File: src/rtl/fpa_pkg.sv
// Shared types, constants and helpers of the frame period adapter.
package fpa_pkg;

  localparam int WINDOW_LEN   = 100;
  localparam int MAX_LEVELS   = 4;
  localparam int SLOW_TRIGGER = 2;

  localparam int LEVELS_CAP = (MAX_LEVELS < 4) ? MAX_LEVELS : 4;
  localparam int WIN_AW     = $clog2(WINDOW_LEN);
  localparam int CNT_W      = $clog2(WINDOW_LEN + 1);

  localparam int TIME_W = 24;
  localparam int PER_W  = 20;
  localparam int LVL_W  = 2;
  localparam int LCNT_W = 3;
  localparam int CHG_W  = 2;
  localparam int CFG_AW = 3;
  localparam int CFG_DW = 24;

  typedef enum logic [1:0] {
    CLS_EVEN = 2'd0,
    CLS_SLOW = 2'd1,
    CLS_FAST = 2'd2
  } cls_t;

  typedef enum logic [CHG_W-1:0] {
    CHG_NONE   = 2'd0,
    CHG_SLOWER = 2'd1,
    CHG_FASTER = 2'd2
  } chg_t;

  typedef enum logic [CFG_AW-1:0] {
    REG_PERIOD0    = 3'd0,
    REG_PERIOD1    = 3'd1,
    REG_PERIOD2    = 3'd2,
    REG_PERIOD3    = 3'd3,
    REG_LEVEL_CNT  = 3'd4,
    REG_CLOSE_TOL  = 3'd5,
    REG_FAST_MARG  = 3'd6,
    REG_LONG_FRAME = 3'd7
  } cfg_idx_t;

  typedef struct packed {
    logic             ignored;
    cls_t             cls;
  } cls_res_t;

  typedef struct packed {
    logic              we;
    logic [WIN_AW-1:0] waddr;
    cls_t              wdata;
    logic [WIN_AW-1:0] raddr;
  } win_req_t;

  // Index of the slowest level in use; zero count acts as one.
  function automatic logic [LVL_W-1:0] last_level(input logic [LCNT_W-1:0] lc);
    logic [LCNT_W-1:0] n;
    n = lc;
    if (n == '0) n = LCNT_W'(1);
    if (n > LCNT_W'(LEVELS_CAP)) n = LCNT_W'(LEVELS_CAP);
    return LVL_W'(n - LCNT_W'(1));
  endfunction

endpackage

File: src/rtl/fpa_window_ram.sv
// Class window storage: one write port, one registered read port.
module fpa_window_ram (
  input  logic               clk,
  input  fpa_pkg::win_req_t  req,
  output fpa_pkg::cls_t      rd_data
);

  fpa_pkg::cls_t mem [fpa_pkg::WINDOW_LEN];

  always_ff @(posedge clk) begin
    if (req.we) begin
      mem[req.waddr] <= req.wdata;
    end
  end

  always_ff @(posedge clk) begin
    if (req.we && (req.waddr == req.raddr)) begin
      rd_data <= req.wdata;
    end else begin
      rd_data <= mem[req.raddr];
    end
  end

endmodule

File: src/rtl/fpa_classify.sv
// Frame classifier: long-frame check and close/slow/fast decision.
module fpa_classify (
  input  logic [fpa_pkg::TIME_W-1:0] elapsed,
  input  logic [fpa_pkg::PER_W-1:0]  period_cur,
  input  logic [fpa_pkg::PER_W-1:0]  period_fast,
  input  logic [fpa_pkg::PER_W-1:0]  close_tol,
  input  logic [fpa_pkg::PER_W-1:0]  fast_margin,
  input  logic [fpa_pkg::TIME_W-1:0] long_frame,
  output fpa_pkg::cls_res_t          res
);

  logic [fpa_pkg::TIME_W-1:0] pc_ext;
  logic [fpa_pkg::TIME_W-1:0] gap;
  logic                       above;
  logic [fpa_pkg::PER_W:0]    fast_lim;

  always_comb begin
    pc_ext   = fpa_pkg::TIME_W'(period_cur);
    above    = elapsed > pc_ext;
    gap      = above ? (elapsed - pc_ext) : (pc_ext - elapsed);
    fast_lim = {1'b0, period_fast} + {1'b0, fast_margin};

    res.ignored = elapsed > long_frame;
    if (gap < fpa_pkg::TIME_W'(close_tol)) begin
      res.cls = fpa_pkg::CLS_EVEN;
    end else if (above) begin
      res.cls = fpa_pkg::CLS_SLOW;
    end else if (elapsed < fpa_pkg::TIME_W'(fast_lim)) begin
      res.cls = fpa_pkg::CLS_FAST;
    end else begin
      res.cls = fpa_pkg::CLS_EVEN;
    end
  end

endmodule

File: src/rtl/frame_period_adapter_core.sv
// Top level of the frame period adapter: config, window state, result register.
//
//  channel | dir | handshake            | payload
//  in_     | in  | in_tvalid/in_tready  | tdata[23:0] elapsed_us
//  out_    | out | out_tvalid/out_tready| tdata wait/level/period, tuser change/ignored
//  cfg_    | in  | cfg_we               | cfg_addr register index, cfg_wdata value
//
// One word per cycle unless a result waits on out_tready; each result
// appears in the cycle after its word is taken. The window memory is read
// at the next head through its registered port, so the read-modify-write
// of the oldest class closes in the accept cycle. Reset holds in_tready low
// and leaves the window memory unwritten; fill and counts start at zero.
// A result not yet taken holds off input only while out_tready is low.
module frame_period_adapter_core (
  input  logic        clk,
  input  logic        rst_n,
  input  logic        in_tvalid,
  output logic        in_tready,
  input  logic [23:0] in_tdata,   // [23:0] elapsed_us
  output logic        out_tvalid,
  input  logic        out_tready,
  output logic [47:0] out_tdata,  // [19:0] wait_us, [21:20] level, [41:22] period_us, zeros
  output logic [2:0]  out_tuser,  // [1:0] change, [2] ignored
  input  logic        cfg_we,
  input  logic [2:0]  cfg_addr,
  input  logic [23:0] cfg_wdata
);

  localparam int AW = fpa_pkg::WIN_AW;
  localparam int CW = fpa_pkg::CNT_W;
  localparam int LW = fpa_pkg::LVL_W;
  localparam int PW = fpa_pkg::PER_W;

  logic [PW-1:0]                per0_r, per1_r, per2_r, per3_r;
  logic [fpa_pkg::LCNT_W-1:0]   lcnt_r;
  logic [PW-1:0]                tol_r, marg_r;
  logic [fpa_pkg::TIME_W-1:0]   long_r;

  logic [AW-1:0] head_r, head_nxt;
  logic [CW-1:0] fill_r, fill_nxt;
  logic [CW-1:0] slow_r, slow_nxt;
  logic [CW-1:0] fast_r, fast_nxt;
  logic [LW-1:0] level_r, level_nxt;

  logic          out_valid_r;
  logic [PW-1:0] wait_r, per_out_r;
  logic [LW-1:0] lvl_out_r;
  fpa_pkg::chg_t chg_r, chg_nxt;
  logic          ign_r;

  logic                accept;
  logic [LW-1:0]       last_lvl, lvl_c, lvl_f;
  logic [PW-1:0]       pc, pf, p_new, wait_nxt;
  fpa_pkg::cls_res_t   cres;
  fpa_pkg::cls_t       old_cls;
  fpa_pkg::win_req_t   wreq;
  logic                full;
  logic [CW-1:0]       fill_upd, slow_upd, fast_upd;
  logic [AW-1:0]       head_upd;

  function automatic logic [PW-1:0] sel_period(input logic [LW-1:0] idx,
      input logic [PW-1:0] p0, input logic [PW-1:0] p1,
      input logic [PW-1:0] p2, input logic [PW-1:0] p3);
    logic [PW-1:0] p;
    case (idx[1:0])
      2'd0:    p = p0;
      2'd1:    p = p1;
      2'd2:    p = p2;
      2'd3:    p = p3;
      default: p = p0;
    endcase
    return p;
  endfunction

  assign in_tready = rst_n && (!out_valid_r || out_tready);
  assign accept    = in_tvalid && in_tready;

  // configuration
  always_ff @(posedge clk) begin
    if (!rst_n) begin
      per0_r <= PW'(50000);
      per1_r <= '0;
      per2_r <= '0;
      per3_r <= '0;
      lcnt_r <= fpa_pkg::LCNT_W'(1);
      tol_r  <= PW'(10000);
      marg_r <= PW'(3000);
      long_r <= fpa_pkg::TIME_W'(600000);
    end else if (cfg_we) begin
      case (fpa_pkg::cfg_idx_t'(cfg_addr))
        fpa_pkg::REG_PERIOD0:    per0_r <= cfg_wdata[PW-1:0];
        fpa_pkg::REG_PERIOD1:    per1_r <= cfg_wdata[PW-1:0];
        fpa_pkg::REG_PERIOD2:    per2_r <= cfg_wdata[PW-1:0];
        fpa_pkg::REG_PERIOD3:    per3_r <= cfg_wdata[PW-1:0];
        fpa_pkg::REG_LEVEL_CNT:  lcnt_r <= cfg_wdata[fpa_pkg::LCNT_W-1:0];
        fpa_pkg::REG_CLOSE_TOL:  tol_r  <= cfg_wdata[PW-1:0];
        fpa_pkg::REG_FAST_MARG:  marg_r <= cfg_wdata[PW-1:0];
        fpa_pkg::REG_LONG_FRAME: long_r <= cfg_wdata;
        default: ;
      endcase
    end
  end

  // level in use and the periods it selects
  always_comb begin
    last_lvl = fpa_pkg::last_level(lcnt_r);
    lvl_c    = (level_r > last_lvl) ? last_lvl : level_r;
    lvl_f    = (lvl_c != '0) ? (lvl_c - LW'(1)) : '0;
    pc       = sel_period(lvl_c, per0_r, per1_r, per2_r, per3_r);
    pf       = sel_period(lvl_f, per0_r, per1_r, per2_r, per3_r);
  end

  fpa_classify u_classify (
    .elapsed     (in_tdata),
    .period_cur  (pc),
    .period_fast (pf),
    .close_tol   (tol_r),
    .fast_margin (marg_r),
    .long_frame  (long_r),
    .res         (cres)
  );

  fpa_window_ram u_window (
    .clk     (clk),
    .req     (wreq),
    .rd_data (old_cls)
  );

  // window update and level decision
  always_comb begin
    full     = fill_r == CW'(fpa_pkg::WINDOW_LEN);
    fill_upd = full ? fill_r : (fill_r + CW'(1));
    head_upd = head_r;
    if (full) begin
      head_upd = (head_r == AW'(fpa_pkg::WINDOW_LEN - 1)) ? '0 : (head_r + AW'(1));
    end
    slow_upd = slow_r - CW'(full && (old_cls == fpa_pkg::CLS_SLOW))
                      + CW'(cres.cls == fpa_pkg::CLS_SLOW);
    fast_upd = fast_r - CW'(full && (old_cls == fpa_pkg::CLS_FAST))
                      + CW'(cres.cls == fpa_pkg::CLS_FAST);

    head_nxt  = head_r;
    fill_nxt  = fill_r;
    slow_nxt  = slow_r;
    fast_nxt  = fast_r;
    level_nxt = level_r;
    chg_nxt   = fpa_pkg::CHG_NONE;

    wreq.we    = 1'b0;
    wreq.waddr = full ? head_r : fill_r[AW-1:0];
    wreq.wdata = cres.cls;

    if (accept) begin
      level_nxt = lvl_c;
      if (!cres.ignored) begin
        wreq.we  = 1'b1;
        head_nxt = head_upd;
        fill_nxt = fill_upd;
        slow_nxt = slow_upd;
        fast_nxt = fast_upd;
        if (fill_upd == CW'(fpa_pkg::WINDOW_LEN)) begin
          if (slow_upd >= CW'(fpa_pkg::SLOW_TRIGGER)) begin
            if (lvl_c < last_lvl) begin
              level_nxt = lvl_c + LW'(1);
              chg_nxt   = fpa_pkg::CHG_SLOWER;
            end
            head_nxt = '0;
            fill_nxt = '0;
            slow_nxt = '0;
            fast_nxt = '0;
          end else if (fast_upd == CW'(fpa_pkg::WINDOW_LEN)) begin
            if (lvl_c != '0) begin
              level_nxt = lvl_c - LW'(1);
              chg_nxt   = fpa_pkg::CHG_FASTER;
            end
            head_nxt = '0;
            fill_nxt = '0;
            slow_nxt = '0;
            fast_nxt = '0;
          end
        end
      end
    end

    wreq.raddr = head_nxt;

    p_new    = sel_period(level_nxt, per0_r, per1_r, per2_r, per3_r);
    wait_nxt = ((p_new != '0) && (in_tdata < fpa_pkg::TIME_W'(p_new)))
               ? (p_new - in_tdata[PW-1:0]) : '0;
  end

  always_ff @(posedge clk) begin
    if (!rst_n) begin
      head_r  <= '0;
      fill_r  <= '0;
      slow_r  <= '0;
      fast_r  <= '0;
      level_r <= '0;
    end else begin
      head_r  <= head_nxt;
      fill_r  <= fill_nxt;
      slow_r  <= slow_nxt;
      fast_r  <= fast_nxt;
      level_r <= level_nxt;
    end
  end

  // result register
  always_ff @(posedge clk) begin
    if (!rst_n) begin
      out_valid_r <= 1'b0;
    end else if (accept) begin
      out_valid_r <= 1'b1;
    end else if (out_tready) begin
      out_valid_r <= 1'b0;
    end
  end

  always_ff @(posedge clk) begin
    if (accept) begin
      wait_r    <= wait_nxt;
      lvl_out_r <= level_nxt;
      per_out_r <= p_new;
      chg_r     <= chg_nxt;
      ign_r     <= cres.ignored;
    end
  end

  assign out_tvalid = out_valid_r;
  assign out_tdata  = {6'b0, per_out_r, lvl_out_r, wait_r};
  assign out_tuser  = {ign_r, chg_r};

endmodule

File: config.mk
export PLATFORM = sky130hd
export DESIGN_NAME = frame_period_adapter_core
export DESIGN_NICKNAME = d
export VERILOG_FILES = /design/src/rtl/fpa_pkg.sv /design/src/rtl/fpa_window_ram.sv /design/src/rtl/fpa_classify.sv /design/src/rtl/frame_period_adapter_core.sv
export SDC_FILE = /design/constraint.sdc
export NUM_CORES = 1
export LEC_CHECK = 0
export BUFFER_PORTS_ARGS = -buffer_cell sky130_fd_sc_hd__buf_2
export CAP_MARGIN = 20
export CORE_MARGIN = 2
export CORE_UTILIZATION = 45
export CTS_BUF_LIST = sky130_fd_sc_hd__clkbuf_8
export CTS_CLUSTER_DIAMETER = 120
export DETAILED_ROUTE_END_ITERATION = 16
export GPL_TIMING_DRIVEN = 0
export PLACE_DENSITY = 0.72
export SYNTH_ARGS = -nofsm -noshare
export SYNTH_HDL_FRONTEND = slang
export SYNTH_SLANG_ARGS = --single-unit
File: constraint.sdc
create_clock -name clk -period 29.2 [get_ports clk]
set_input_delay 0 -clock clk [delete_from_list [all_inputs] [get_ports clk]]
set_output_delay 0 -clock clk [all_outputs]
set_load 0.05 [all_outputs]
==> key figures <==
Outcome
  – Outcome: completed

Yosys
  – Post-synth ARST share: 0%
  – Flops & latches, synth: 430
  – Predominant post-synthesis flop cell: edfxtp_1
  – Post-synthesis cell type count: 80
  – Syn Area/Cell: 9.84 um^2
  – Synth warnings: 0
  – Synthesized cell area: 25700 um^2
  – Post-synth EDFFs: 245
  – Seq/Total Area, Yosys: 43.0%
  – Synth area leader: edfxtp_1
  – Count leader, synth: nand2_1
  – Area contributors post-synth: edfxtp_1, dfxtp_1, ha_1, nand2_1, mux4_2
  – Yosys top cell area share: 28.6%
  – Mapped Cells: 2612
  – Commonest cells in the netlist: nand2_1, edfxtp_1, nor2_1

Clock network
  – Skew-Pair Late Insertion Delay: 0.68 ns
  – CTS Buf Count: 75
  – Clock Path Buffers: 3
  – Root buffer cell: clkbuf_8
  – CTS clk-pin slew, worst paths: 0.06 ns
  – CTS H-tree depth: 3
  – TritonCTS clock tree: done
  – Clock sinks: 430

Global route
  – Pin count of the biggest net entering global routing: 42
  – Number of global-route vias before repair: 20700
  – Remaining global-route overflow: 0
  – Antenna violations before repair: 1
  – GRT Util Overall: 27.5%
  – First-pass GRT wire length: 124000 um

Pwr
  – Worst VDD drop: 0.0312 mV
  – PD cells: 48.3 nW/um^2
  – P_leak: 11.6 nW

Route
  – DR vias/cell: 5.88
  – DRC viols: 0
  – Post-Route WL: 82700 um
  – Drt first-iter violations: 2208
  – Vias: 21400
  – Initial DRT Pass Iterations: 8
  – WL per Instance: 22.7 um
  – Detail Route Antenna Nets: 0

STA
  – Relative max-transition margin: 29.0%
  – Maximum clock frequency: 54.9 MHz
  – Period minus WS final: 18.21 ns
  – Setup ws final: 10.99 ns
  – Setup violators final: 0
  – Final Hold Vio Count: 0
  – Final Cycle Share: 62.4%
  – Worst-margin pin slew: 1.07 ns
  – Max-slew violations: 0
  – Setup TNS: 0 ns
  – RSZ-0062 raised after global routing: false
  – Clock skew: 0.0482 ns

Critical path
  – Critical Path AT: 18.72 ns
  – Kind of critical path: reg -> reg
  – Slowest CP cell: buf_1
  – CP required: 29.71 ns
  – CP Launch Type: flip-flop
  – Crit-path leading delay family: compound AO/OA/AOI/OAI gates
  – Worst-path fanout max: 12
  – Largest stage delay, worst path: 0.78 ns
  – Worst setup EP type: flip-flop
  – WP buf/inv: 10
  – Most frequent CP cell: a21oi_1

Placed design
  – Post-DP HPWL: 63300 um
  – Setup WS pre-CTS: 11.59 ns
  – DP Area: 27300 um^2
  – IO buf count: 96
  – Routability cong.: 0.964

Die
  – Initial Util: 45.6%
  – Num rows: 87
  – Die height: 243 um
  – I/O pin cnt: 109
  – Die Footprint: 59100 um^2
  – Placeable Area: 56400 um^2
  – Die width: 243 um

Hold path
  – Worst Hold Class: in -> reg

Layout
  – Nets: 3073
  – Final instance area: 29100 um^2
  – P&R area growth vs syn: 13.1%
  – Layout cells sized above 1: 11.8%

Job
  – Max_cap viols: 0
==> metal layers <==
| layer | track usage (%) | up-vias | share of wire [%] |
|---|---|---|---|
| met5 | 0 | - | 0 |
| met4 | 11.7 | 0 | 3.9 |
| met3 | 4.43 | 174 | 8.0 |
| met2 | 43.2 | 1019 | 45 |
| met1 | 37.7 | 10400 | 43 |
| li1 | - | 9799 | - |
==> kinds of logic after synthesis <==
group / Yosys count / synth area share, %
flip-flops: 430 / 43.0
multiplexers: 168 / 9.78
AO/OA/AOI/OAI: 562 / 15.1
adder cells (fa/ha/maj): 192 / 9.52
buffers and inverters: 297 / 4.65
XOR/XNOR: 67 / 2.28
other: 1 / 0.0146
AND/OR/NAND/NOR: 895 / 15.6
==> cells in the final DEF (no fill, tap or decap), types with 31 or more instances in the layout <==
master and n:
a21boi_0 129, a21o_1 74, a21oi_1 108, buf_2 104, clkbuf_1 108, clkbuf_8 84
dfxtp_1 185, edfxtp_1 245, ha_1 186, inv_1 174, mux2_2 31, mux2i_1 73
mux4_2 63, nand2_1 398, nand3_1 41, nor2_1 226, nor2b_1 36, nor3_1 41
o21ai_0 71, xnor2_1 39
==> area by class of cell <==
class / count / area, um^2
fill: 5114 / 27300
multi-input combinational: 1890 / 13500
sequential: 430 / 11100
clock buffer: 84 / 1160
tap: 756 / 946
timing repair buffer: 131 / 891
buffer: 141 / 609
inverter: 156 / 587
clock inverter: 50 / 318
antenna: 2 / 5.00
==> final timing paths <==
kind	startpoint	end	slack (ns)	depth (start not counted)
hold / removal	cfg_addr[0]	long_r[1]$_SDFFE_PN0P_	0.05	5
setup reg to reg	lcnt_r[1]$_SDFFE_PN0P_	wait_r[19]$_SDFFCE_PN0P_	10.99	62
hold reg to reg	long_r[14]$_SDFFE_PN0P_	long_r[14]$_SDFFE_PN0P_	0.47	2
setup / recovery	lcnt_r[1]$_SDFFE_PN0P_	wait_r[19]$_SDFFCE_PN0P_	10.99	62
==> state kept, by name, indices dropped and copies added (netlist names), named ones only <==
| signal | flops |
|---|---|
| chg_r | 2 |
| fast_r | 7 |
| fill_r | 7 |
| head_r | 7 |
| ign_r | 1 |
| lcnt_r | 3 |
| level_r | 2 |
| long_r | 24 |
| lvl_out_r | 2 |
| marg_r | 20 |
| out_tvalid | 1 |
| per0_r | 20 |
| per1_r | 20 |
| per2_r | 20 |
| per3_r | 20 |
| per_out_r | 20 |
| slow_r | 7 |
| tol_r | 20 |
| u_window.mem | 200 |
| wait_r | 20 |
==> what timing repair did <==
item | CTS | global route
hold buffers | 29 | 0
gates resized for setup | 0 | 0
buffers inserted | 0 | 0
hold endpoints to repair | 148 | 0
==> tightest hold or removal path: cells and delay by family <==
kind	cells	cell delay [ns]
AND/OR/NAND/NOR	3	0.38
buffers and inverters	1	0.20
AO/OA/AOI/OAI	1	0.07
==> power by group <==
part	switching (mW)	total [mW]	internal, mW
registers	0.00609	0.651	0.645
clock network	0.267	0.553	0.286
logic	0.129	0.198	0.0692
==> through the flow <==
step	instances	hold slack (ns)	util, %	power, mW
6_report	3640	0.0522	51.6	1.40
5_1_grt	3639	0.0834	51.5	1.45
4_1_cts	3638	0.00438	51.5	1.40
3_5_place_dp	3475	0.267	48.4	0.853
3_3_place_gp	3469	0.265	48.2	0.850
2_1_floorplan	2617	0.124	-	0.788
No activity file was read; power rests on OpenSTA's default activity.
